$ cat config.mk
export PLATFORM = sky130hd
export DESIGN_NAME = escape_sequence_decoder
export DESIGN_NICKNAME = d
export VERILOG_FILES = /design/src/rtl/core/esd_pkg.sv /design/src/rtl/core/esd_decode.sv /design/src/rtl/core/escape_sequence_decoder.sv
export SDC_FILE = /design/constraint.sdc
export NUM_CORES = 1
export LEC_CHECK = 0
export ABC_CLOCK_PERIOD_IN_PS = 2600
export BUFFER_PORTS_ARGS = -buffer_cell sky130_fd_sc_hd__buf_4
export CAP_MARGIN = 20
export CORE_ASPECT_RATIO = 2
export CORE_UTILIZATION = 25
export CTS_BUF_LIST = sky130_fd_sc_hd__clkbuf_4 sky130_fd_sc_hd__clkbuf_8
export DETAILED_ROUTE_END_ITERATION = 10
export HOLD_SLACK_MARGIN = 0.12
export SLEW_MARGIN = 0
export SYNTH_ARGS = -nofsm -noshare
export SYNTH_HDL_FRONTEND = slang
export SYNTH_SLANG_ARGS = --single-unit
$ cat constraint.sdc
create_clock -name clk -period 2.6 [get_ports clk]
set_input_delay 0.39 -clock clk [delete_from_list [all_inputs] [get_ports clk]]
set_output_delay 0.39 -clock clk [all_outputs]
set_load 0.01 [all_outputs]
$ cat src/rtl/core/esd_pkg.sv
`timescale 1ns / 1ps

package esd_pkg;

    // Characters that matter to the decoder.
    localparam logic [7:0] CHAR_BACKSLASH = 8'h5C;
    localparam logic [7:0] CHAR_QUOTE     = 8'h22;
    localparam logic [7:0] CHAR_LOWER_N   = 8'h6E;
    localparam logic [7:0] CHAR_LOWER_R   = 8'h72;
    localparam logic [7:0] CHAR_ZERO      = 8'h30;
    localparam logic [7:0] CHAR_NINE      = 8'h39;
    localparam logic [7:0] CHAR_LOWER_X   = 8'h78;
    localparam logic [7:0] CHAR_UPPER_X   = 8'h58;
    localparam logic [7:0] CHAR_LOWER_A   = 8'h61;
    localparam logic [7:0] CHAR_LOWER_F   = 8'h66;
    localparam logic [7:0] CHAR_UPPER_A   = 8'h41;
    localparam logic [7:0] CHAR_UPPER_F   = 8'h46;

    // Decoded values of the named escapes.
    localparam logic [7:0] CODE_LINE_FEED = 8'h0A;
    localparam logic [7:0] CODE_CARRIAGE  = 8'h0D;
    localparam logic [7:0] CODE_NUL       = 8'h00;

    typedef enum logic [1:0] {
        PHASE_PLAIN = 2'd0,
        PHASE_ESC   = 2'd1,
        PHASE_HEX1  = 2'd2,
        PHASE_HEX2  = 2'd3
    } phase_t;

    typedef struct packed {
        logic [7:0] in_byte;
        logic       last_byte;
    } esd_in_t;

    typedef struct packed {
        logic       out_valid;
        logic [7:0] out_byte;
        logic       done_res;
        logic       error;
    } esd_out_t;

    // Decoder state carried between the register stage and the decode logic.
    typedef struct packed {
        phase_t     phase;
        logic [3:0] hex_high;
    } esd_state_t;

    // Bit 4 is set when the character is not a hex digit; bits 3:0 hold its value.
    function automatic logic [4:0] hex_value(input logic [7:0] c);
        logic [7:0] diff;
        begin
            diff = 8'h00;
            if (c >= CHAR_ZERO && c <= CHAR_NINE)
            begin
                diff = c - CHAR_ZERO;
                hex_value = {1'b0, diff[3:0]};
            end
            else if (c >= CHAR_LOWER_A && c <= CHAR_LOWER_F)
            begin
                diff = c - CHAR_LOWER_A + 8'd10;
                hex_value = {1'b0, diff[3:0]};
            end
            else if (c >= CHAR_UPPER_A && c <= CHAR_UPPER_F)
            begin
                diff = c - CHAR_UPPER_A + 8'd10;
                hex_value = {1'b0, diff[3:0]};
            end
            else
            begin
                hex_value = 5'b1_0000;
            end
        end
    endfunction

endpackage

$ cat src/rtl/core/esd_decode.sv
`timescale 1ns / 1ps

// One decode step: from the current state and one raw byte, the result and the next state.
module esd_decode (
    input  esd_pkg::esd_state_t state,
    input  esd_pkg::esd_in_t    item,
    output esd_pkg::esd_state_t state_next,
    output esd_pkg::esd_out_t   result
);

    logic [4:0] hv;
    logic       is_hex;

    assign hv     = esd_pkg::hex_value(item.in_byte);
    assign is_hex = ~hv[4];

    // Next state.
    always_comb
    begin
        state_next = state;
        unique case (state.phase)
            esd_pkg::PHASE_PLAIN:
            begin
                if (item.in_byte == esd_pkg::CHAR_BACKSLASH)
                    state_next.phase = esd_pkg::PHASE_ESC;
            end
            esd_pkg::PHASE_ESC:
            begin
                if (item.in_byte == esd_pkg::CHAR_LOWER_X ||
                    item.in_byte == esd_pkg::CHAR_UPPER_X)
                    state_next.phase = esd_pkg::PHASE_HEX1;
                else
                    state_next.phase = esd_pkg::PHASE_PLAIN;
            end
            esd_pkg::PHASE_HEX1:
            begin
                if (is_hex)
                begin
                    state_next.phase    = esd_pkg::PHASE_HEX2;
                    state_next.hex_high = hv[3:0];
                end
                else
                begin
                    state_next.phase = esd_pkg::PHASE_PLAIN;
                end
            end
            esd_pkg::PHASE_HEX2:
            begin
                state_next.phase    = esd_pkg::PHASE_PLAIN;
                state_next.hex_high = 4'h0;
            end
            default:
            begin
                state_next.phase = esd_pkg::PHASE_PLAIN;
            end
        endcase
        // The last byte ends the literal and returns the decoder to reset.
        if (item.last_byte)
        begin
            state_next.phase    = esd_pkg::PHASE_PLAIN;
            state_next.hex_high = 4'h0;
        end
    end

    // Result.
    always_comb
    begin
        result           = '0;
        result.done_res  = item.last_byte;
        unique case (state.phase)
            esd_pkg::PHASE_PLAIN:
            begin
                if (item.in_byte == esd_pkg::CHAR_BACKSLASH)
                begin
                    result.error = item.last_byte;
                end
                else
                begin
                    result.out_valid = 1'b1;
                    result.out_byte  = item.in_byte;
                end
            end
            esd_pkg::PHASE_ESC:
            begin
                case (item.in_byte)
                    esd_pkg::CHAR_QUOTE, esd_pkg::CHAR_BACKSLASH:
                    begin
                        result.out_valid = 1'b1;
                        result.out_byte  = item.in_byte;
                    end
                    esd_pkg::CHAR_LOWER_N:
                    begin
                        result.out_valid = 1'b1;
                        result.out_byte  = esd_pkg::CODE_LINE_FEED;
                    end
                    esd_pkg::CHAR_LOWER_R:
                    begin
                        result.out_valid = 1'b1;
                        result.out_byte  = esd_pkg::CODE_CARRIAGE;
                    end
                    esd_pkg::CHAR_ZERO:
                    begin
                        result.out_valid = 1'b1;
                        result.out_byte  = esd_pkg::CODE_NUL;
                    end
                    default:
                    begin
                        result.out_valid = 1'b0;
                    end
                endcase
            end
            esd_pkg::PHASE_HEX1:
            begin
                // A single digit that ends the literal is emitted on its own.
                if (is_hex && item.last_byte)
                begin
                    result.out_valid = 1'b1;
                    result.out_byte  = {4'h0, hv[3:0]};
                end
            end
            esd_pkg::PHASE_HEX2:
            begin
                result.out_valid = 1'b1;
                if (is_hex)
                    result.out_byte = {state.hex_high, hv[3:0]};
                else
                    result.out_byte = {4'h0, state.hex_high};
            end
            default:
            begin
                result.out_valid = 1'b0;
            end
        endcase
    end

endmodule

$ cat src/rtl/core/escape_sequence_decoder.sv
`timescale 1ns / 1ps

// String literal escape decoder.
//
// Requests arrive on req (raw byte plus a last-byte marker) under req_valid and
// req_stall; every accepted request yields exactly one result on rsp under
// rsp_valid and rsp_stall. A result may carry no character (out_valid low), for
// instance for a backslash or a dropped escape byte; done_res marks the result
// of the last byte, and error flags a literal that ends in a lone backslash.
//
// An accepted request lands in the input register; the decode logic then feeds
// the result register once that register is free, and the result is shown from
// there. Throughput is one request per cycle while the receiver does not stall;
// the decode phase and hex digit update in the same cycle that an item moves
// from the input register to the result register.
//
// When the receiver stalls, the result register holds its value and the input
// register keeps filling; req_stall rises only when both are full and rsp_stall
// is high. Reset clears both valid flags and returns the decoder to the plain
// character phase with a zero hex digit.
module escape_sequence_decoder (
    input  logic              clk,
    input  logic              rst_n,
    input  logic              req_valid,
    output logic              req_stall,
    input  esd_pkg::esd_in_t  req,
    output logic              rsp_valid,
    input  logic              rsp_stall,
    output esd_pkg::esd_out_t rsp
);

    logic                in_valid_reg;
    esd_pkg::esd_in_t    in_data_reg;
    logic                out_valid_reg;
    esd_pkg::esd_out_t   out_data_reg;
    esd_pkg::esd_state_t state_reg;
    esd_pkg::esd_state_t state_next;
    esd_pkg::esd_out_t   result;

    logic out_free;
    logic advance;
    logic accept;

    // The result register can take a new value when empty or being drained.
    assign out_free  = ~out_valid_reg | ~rsp_stall;
    assign advance   = in_valid_reg & out_free;
    assign req_stall = in_valid_reg & ~out_free;
    assign accept    = req_valid & ~req_stall;

    esd_decode u_decode (
        .state      (state_reg),
        .item       (in_data_reg),
        .state_next (state_next),
        .result     (result)
    );

    always_ff @(posedge clk or negedge rst_n)
    begin
        if (!rst_n)
        begin
            in_valid_reg       <= 1'b0;
            out_valid_reg      <= 1'b0;
            state_reg.phase    <= esd_pkg::PHASE_PLAIN;
            state_reg.hex_high <= 4'h0;
        end
        else
        begin
            // The input register empties when its item advances, refills on acceptance.
            if (accept)
                in_valid_reg <= 1'b1;
            else if (advance)
                in_valid_reg <= 1'b0;

            if (advance)
                out_valid_reg <= 1'b1;
            else if (~rsp_stall)
                out_valid_reg <= 1'b0;

            if (advance)
                state_reg <= state_next;
        end
    end

    always_ff @(posedge clk)
    begin
        if (accept)
            in_data_reg <= req;
        if (advance)
            out_data_reg <= result;
    end

    assign rsp_valid = out_valid_reg;
    assign rsp       = out_data_reg;

endmodule

==> results.toml, run 1 <==
[status]
violations = "design-rule violations"
status = "finished with violations"

[min_path]
hp-class = "in -> reg"

[finish]
syn_to_final_growth_pct = 26.6
fin_area_um2 = 1920
final-seq-area_um2 = 801
antenna_cells = 0
multi_input_area_um2 = 666
nFillCells = 599
layout_common_cells = "buf_4 (38), edfxtp_1 (20), nor2_1 (8), dfrtp_1 (8)"
final_nets = 185
drive_above_1_share_pct = 29.3
final_common_cell = "buf_4"
largest_reg_flops = 11

[sta]
fmax_ghz = 0.414
finalSetupViolCount = 0
min_period_ns = 2.42
period_share_pct = 93.0
rsz0062_at_grt = "false"
finalClockSkew_ns = 0.00282
fin_ws_ns = 0.182
tightest_slew_ns = 0.463
fin_setup_tns_ns = 0
max_slew_margin_pct = 69.0
whs_ns = 0.278
hold_viol_final = 0
drv_slew = 0

[placed_design]
dp_hpwl_mm = 2.99
place_ws_ns = 0.199
placed_area_um2 = 1850
place_congestion = 0.935
port_buffers = 25

[synth]
synth_edf_count = 20
synth-simple-area-share_pct = 20.3
synth_area_um2 = 1510
synth.avg_cell_area_um2 = 11.6
async_flop_share_pct = 28.6
ys_seq_area_share_pct = 52.9
yosysWarnings = 0
yosys-mux-area-fraction_pct = 0
synth_fa_ha_area_share_pct = 3.31
synth_xor_area_share_pct = 0.579
synth_cell_type_count = 48
synthCells = 130
synth_ff_type = "edfxtp_1"
synth_top_family_by_area = "simple AND/OR/NAND/NOR gates"
synth_fp_nets = 147
synth_seq_cells = 28
synth-compound-area-share_pct = 19.8

[detailed_routing]
routed_wl_mm = 3.76
drt_iter0_markers = 38
drcViolationCount = 4
vias_per_cell = 5.40
firstDrtPassIters = 8
ant_nets = 0
dr_total_vias = 1231
drt-wirelength-per-cell_um = 16.5

[global_route]
grt_pass1_wl_mm = 5.95
grt_max_degree = 20
globalRouteOverflowTotal = 0
grtUsageTotal_pct = 12.5
antenna_found_initial = 0
grt_pass1_vias = 1222

[critical_path]
worstPathMaxFanout = 8
crit_required_ns = 2.64
cp-end-kind = "flop"
worst_ep_arrival_time_ns = 2.46
worst-setup-path-type = "reg -> reg"
critPathLaunchType = "flop"

[floorplan]
fp.dieW_um = 57.0
dieArea_um2 = 6380
pin_count = 26
die-height_um = 112
initial_core_util_pct = 26.3
core_um2 = 5760
row_count = 39

[cts]
worstSkewPairLatency_ns = 0.28
clockRootBuffer = "clkbuf_8"
path_clk_slew_ns = 0.09
htreeDepth = 1
cts_sinks = 28
cts_made_buffers = 3
cts_resized = 0
tritoncts = "done"
clk_path_buf_depth = 2

[power_and_ir_drop]
leakagePower_uw = 0.000761
power.density_nw_per_um2 = 484
vdd_ir_drop_max_mv = 0.231

[flow_run]
cap_violations = 0
-- worst max-delay path: stages, from the launching register on --
cell	delay, ns
edfxtp_1	0.44
or4b_4	0.58
a311oi_4	0.42
nor3b_1	0.10
o311a_1	0.30
a2111o_1	0.34
-- cell families after synthesis --
group           after synthesis
compound gates               36
xor+xnor                      1
fa+ha+maj                     4
buf+inv                      12
flops                        28
simple gates                 49
-- metal layers --
layer  part of all wire, %  track usage (%)
met1                    34             11.8
met2                    55             23.2
met3                   3.8             1.39
met4                   7.1             9.59
met5                     0                0
-- final timing paths --
kind                                     startpoint                        to  cells past startpoint  slack (ns)
setup / recovery           in_data_reg[8]$_DFFE_PP_          rsp[5]$_DFFE_PP_                      5        0.18
hold / removal                               req[4]  in_data_reg[4]$_DFFE_PP_                      1        0.28
setup reg to reg           in_data_reg[8]$_DFFE_PP_          rsp[5]$_DFFE_PP_                      5        0.18
hold reg to reg            in_valid_reg$_DFFE_PN0P_     rsp_valid$_DFFE_PN0P_                      1        0.50
max in group asynchronous                     rst_n  state_reg[4]$_DFFE_PN0P_                      2        2.02
min in group asynchronous                     rst_n  state_reg[0]$_DFFE_PN0P_                      2        0.45
-- layout make-up --
type | count | share of cell area (%)
flip-flops and latches | 28 | 41.8
inverters | 6 | 1.18
multi-input cells | 90 | 34.7
well taps | 61 | 3.98
repair buffers | 39 | 15.4
clock buffers | 4 | 2.87
-- power by group --
group / leakage (uW) / switching [uW] / internal (uW) / total [uW]
Clock: 0.0000288 / 135 / 136 / 271
Combinational: 0.000438 / 68.7 / 64.3 / 133
Sequential: 0.000295 / 14.5 / 508 / 523
-- through the flow --
step                      std cells  util [%]  power, uW
after floorplan                 130         -        596
after global placement          223      32.1        664
after detailed placement        223      32.1        664
after CTS                       228      33.3        936
after global routing            228      33.3        964
final                           228      33.3        927
-- synth_stat cells, drive strengths merged, types with 4 or more instances --
library cell,count,area share (%)
ha,4,3.3
o2bb2ai,5,2.9
nor3,5,2.0
nand2b,4,1.7
nand3,6,2.0
nor2,8,2.0
dfrtp,8,13
edfxtp,20,40
nor3b,4,2.0
or4b,4,2.9
clkbuf,5,1.2
o21ai,5,1.7
inv,6,1.5
-- repair_timing --
item	in CTS	in global routing
buffers inserted	0	0
hold endpoints to repair	8	0
hold buffers	1	0
(Power assumes the default switching activity.)
==> run 2, diff against run 1 <==
BUFFER_PORTS_ARGS = unset   (was -buffer_cell sky130_fd_sc_hd__buf_4)
CELL_PAD_IN_SITES_DETAIL_PLACEMENT = 1   (was unset)
CELL_PAD_IN_SITES_GLOBAL_PLACEMENT = 2   (was unset)
DONT_BUFFER_PORTS = 1   (was unset)
PLACE_DENSITY_LB_ADDON = 0.1   (was unset)
==> results.toml, run 2 (same netlist as run 1, synthesis figures left out) <==
[cts]
cts_sinks = 28
cts_hold_buffers = 1
cts_made_buffers = 3
cts_setup_buffers = 0
clockRootBuffer = "clkbuf_8"
clk_path_buf_depth = 2
tritoncts = "done"
htreeDepth = 1
path_clk_slew_ns = 0.09
worstSkewPairLatency_ns = 0.27
cts_resized = 0

[sta]
tightest_slew_ns = 0.429
fmax_ghz = 0.407
fin_setup_tns_ns = 0
period_share_pct = 94.5
drv_slew = 0
hold_viol_final = 0
finalClockSkew_ns = 0.00374
max_slew_margin_pct = 71.4
rsz0062_at_grt = "false"
finalSetupViolCount = 0
min_period_ns = 2.46

[critical_path]
crit_required_ns = 2.63
worst-setup-path-type = "reg -> reg"
critPathLaunchType = "flop"
worstPathMaxFanout = 8
worst_ep_arrival_time_ns = 2.48
cp-end-kind = "flop"

[power_and_ir_drop]
swShare_pct = 24.2
comb_power_share_pct = 11.5
switchingPower_uw = 214
cell_internal_pwr_uw = 671
seqPwrFrac_pct = 60.2
leakagePower_uw = 0.000666
power.density_nw_per_um2 = 501
vdd_ir_drop_max_mv = 0.267
power_frac_clock_pct = 28.3

[global_route]
grt_pass1_vias = 1230
globalRouteOverflowTotal = 0
grt_pass1_wl_mm = 6.69
grt_max_degree = 20
antenna_found_initial = 0
grtUsageTotal_pct = 14.2

[detailed_routing]
firstDrtPassIters = 7
ant_nets = 0
vias_per_cell = 5.63
drt-wirelength-per-cell_um = 20.4
drcViolationCount = 4
routed_wl_mm = 4.27
drt_iter0_markers = 18
dr_total_vias = 1176

[flow_run]
cap_violations = 0

[floorplan]
die-height_um = 112
row_count = 39
initial_core_util_pct = 26.3
dieArea_um2 = 6380
pin_count = 26
fp.dieW_um = 57.0
core_um2 = 5760

[finish]
nFillCells = 644
syn_to_final_growth_pct = 16.8
layout_common_cells = "edfxtp_1 (20), buf_4 (19), nor2_1 (8), dfrtp_1 (8)"
drive_above_1_share_pct = 20.3
final_common_cell = "edfxtp_1"
antenna_cells = 0
largest_reg_flops = 11
fin_area_um2 = 1770
final_nets = 166
fin_util_pct = 30.7

[placed_design]
port_buffers = 0
place_congestion = 0.817
dp_hpwl_mm = 3.49
placed_area_um2 = 1710

[status]
status = "finished with violations"
violations = "design-rule violations"

[min_path]
hp-class = "in -> reg"
[run 2: worst max-delay path, cell delays in order, from the launching register on]
cell and delay (ns):
edfxtp_1 0.46, or4b_4 0.59, a311oi_4 0.42, nor3b_1 0.09, o311a_1 0.30, a2111o_1 0.35
[run 2: final cells by class]
class	instances	area, um^2	area share, %
repair buffers	20	153	8.64
flip-flops and latches	28	801	45.3
inverters	6	22.5	1.27
clock buffers	4	48.8	2.76
multi-input cells	90	666	37.7
well taps	61	76.3	4.32
[run 2: final timing paths]
path / from / to / slack, ns / depth (start not counted)
worst max-delay path: in_data_reg[8]$_DFFE_PP_ / rsp[5]$_DFFE_PP_ / 0.14 / 5
worst min-delay path: req[2] / in_data_reg[2]$_DFFE_PP_ / 0.21 / 0
worst max register to register: in_data_reg[8]$_DFFE_PP_ / rsp[5]$_DFFE_PP_ / 0.14 / 5
worst min register to register: in_valid_reg$_DFFE_PN0P_ / rsp_valid$_DFFE_PN0P_ / 0.50 / 1
max in group asynchronous: rst_n / state_reg[5]$_DFFE_PN0P_ / 1.85 / 1
min in group asynchronous: rst_n / in_valid_reg$_DFFE_PN0P_ / 0.47 / 1
[run 2: stage by stage]
stage,hold WS [ns],total power [uW],setup slack [ns],std cells
3_3_place_gp,0.0946,642,0.192,204
6_report,0.208,884,0.144,209
5_1_grt,0.190,922,0.0131,209
3_5_place_dp,0.0946,641,0.146,204
2_1_floorplan,0.0944,596,0.172,130
4_1_cts,0.202,895,0.137,209
[run 2: layer usage]
metal / GRT usage (%) / up-vias / wire length, um
met5: 0 / - / 0
met1: 13.7 / 577 / 1530
met2: 27.6 / 34 / 2460
met4: 8.13 / 0 / 188
met3: 1.63 / 12 / 90
li1: - / 553 / -
[run 2: power groups by stage]
stage	Combinational (uW)	Sequential (uW)	Clock [uW]
floorplan	58.2	538	0
global placement	98.9	543	0
detailed placement	98.0	543	0
CTS	102	533	260
global route	111	536	276
finish	101	533	250
==> run 3, diff against run 2 <==
PLACE_DENSITY_LB_ADDON = 0.2   (was 0.1)
==> results.toml, run 3 (same netlist as run 1, synthesis figures left out) <==
[cts]
worstSkewPairLatency_ns = 0.27
htreeDepth = 1
path_clk_slew_ns = 0.09
cts_made_buffers = 3
clockRootBuffer = "clkbuf_8"
cts_setup_buffers = 0
cts_sinks = 28
tritoncts = "done"
clk_path_buf_depth = 2

[detailed_routing]
drt-wirelength-per-cell_um = 20.3
routed_wl_mm = 4.23
drt_iter0_markers = 25
ant_nets = 0
firstDrtPassIters = 9
vias_per_cell = 5.65
drcViolationCount = 4
dr_total_vias = 1175

[critical_path]
worstSetupEndpoint = "rsp[5]$_DFFE_PP_"
r2r-end = "rsp[5]$_DFFE_PP_"
critPathLaunchType = "flop"
worst-setup-path-type = "reg -> reg"
r2r_start = "in_data_reg[2]$_DFFE_PP_"
worstPathMaxFanout = 5
max_stage_delay_ns = 0.53
cp-startpoint = "in_data_reg[2]$_DFFE_PP_"
crit_required_ns = 2.63
path_cells = "inv_1, ha_1, nand3_1, or4b_1, nor2_1, nor3_1, buf_4, a2111o_1"
worst_ep_arrival_time_ns = 2.41
cp-end-kind = "flop"
cp_slowest_cell = "or4b_1"
worst-r2r-cell-count = 8
ff2ff_setup_slack_ns = 0.22

[placed_design]
place_congestion = 0.846
dp_hpwl_mm = 3.45
port_buffers = 0

[finish]
antenna_cells = 0
final_common_cell = "edfxtp_1"
syn_to_final_growth_pct = 16.6
drive_above_1_share_pct = 20.4
layout_common_cells = "edfxtp_1 (20), buf_4 (18), nor2_1 (8), dfrtp_1 (8)"
final_nets = 165
largest_reg_flops = 11

[min_path]
hp-class = "in -> reg"

[global_route]
met2_usage_pct = 28.0
grt_max_degree = 20
use_met1_pct = 13.3
globalRouteOverflowTotal = 0
grtUsageTotal_pct = 14.1
grt_busiest_layer = "met2"
grt_util_met3_pct = 1.28
grt_pass1_vias = 1232
grt_pass1_wl_mm = 6.61
antenna_found_initial = 0

[power_and_ir_drop]
vdd_ir_drop_max_mv = 0.210
leakagePower_uw = 0.000666
power.density_nw_per_um2 = 501

[floorplan]
row_count = 39
initial_core_util_pct = 26.3
pin_count = 26
dieArea_um2 = 6380
fp.dieW_um = 57.0
die-height_um = 112
core_um2 = 5760

[sta]
min_period_ns = 2.38
whs_ns = 0.206
period_share_pct = 91.4
finalClockSkew_ns = 0.00282
fmax_ghz = 0.421
drv_slew = 0
tightest_slew_ns = 0.562
max_slew_margin_pct = 62.5
fin_setup_tns_ns = 0
hold_viol_final = 0
rsz0062_at_grt = "false"
finalSetupViolCount = 0

[flow_run]
cap_violations = 0

[status]
status = "finished with violations"
violations = "design-rule violations"
## run 3: timing repair
| item | 4_1_cts | 5_1_grt |
|---|---|---|
| endpoints found under the setup margin | 0 | 1 |
| resized for setup | 0 | 1 |
| hold endpoints to repair | 8 | 0 |
| hold buffers | 1 | 0 |
## run 3: metal layers
metal / vias to the layer above / routed length (um)
met1: 586 / 1430
met3: 9 / 120
met5: - / 0
li1: 544 / -
met4: 0 / 160
met2: 36 / 2510
## run 3: worst max-delay path: cells and delay by family (launching register included)
kind            cells  cell delay [ns]
simple gates        4             0.86
flops               1             0.39
compound gates      1             0.39
buf+inv             2             0.28
fa+ha+maj           1             0.20
## run 3: cell type report
| class | instances | area (um^2) |
|---|---|---|
| timing repair buffer | 19 | 145 |
| multi-input combinational | 90 | 671 |
| clock buffer | 4 | 48.8 |
| fill | 658 | 3990 |
| sequential | 28 | 801 |
| inverter | 6 | 22.5 |
| tap | 61 | 76.3 |
## run 3: report_power, final
group / total [uW] / internal [uW] / switching, uW / leakage, uW
logic: 103 / 40.9 / 61.7 / 0.000345
registers: 529 / 509 / 20.4 / 0.000295
clock network: 252 / 120 / 131 / 0.0000262
## run 3: how the worst min path moves through the flow
stage / start / to / slack (ns) / cells past startpoint
finish: req[2] / in_data_reg[2]$_DFFE_PP_ / 0.21 / 0
global route: req[0] / in_data_reg[0]$_DFFE_PP_ / 0.19 / 0
CTS: req[2] / in_data_reg[2]$_DFFE_PP_ / 0.20 / 0
detailed placement: rst_n / rsp_valid$_DFFE_PN0P_ / 0.09 / 0
global placement: rst_n / rsp_valid$_DFFE_PN0P_ / 0.09 / 0
floorplan: rst_n / in_valid_reg$_DFFE_PN0P_ / 0.09 / 0
## run 3: metrics by stage
step	util (%)	instances	setup slack, ns	total power (uW)	area (um^2)
after floorplan	-	130	0.172	596	1510
after global placement	29.5	203	0.169	638	1700
after detailed placement	29.5	203	0.165	639	1700
after CTS	30.6	208	0.150	895	1760
after global routing	30.6	208	0.0460	919	1760
final	30.6	208	0.223	884	1760
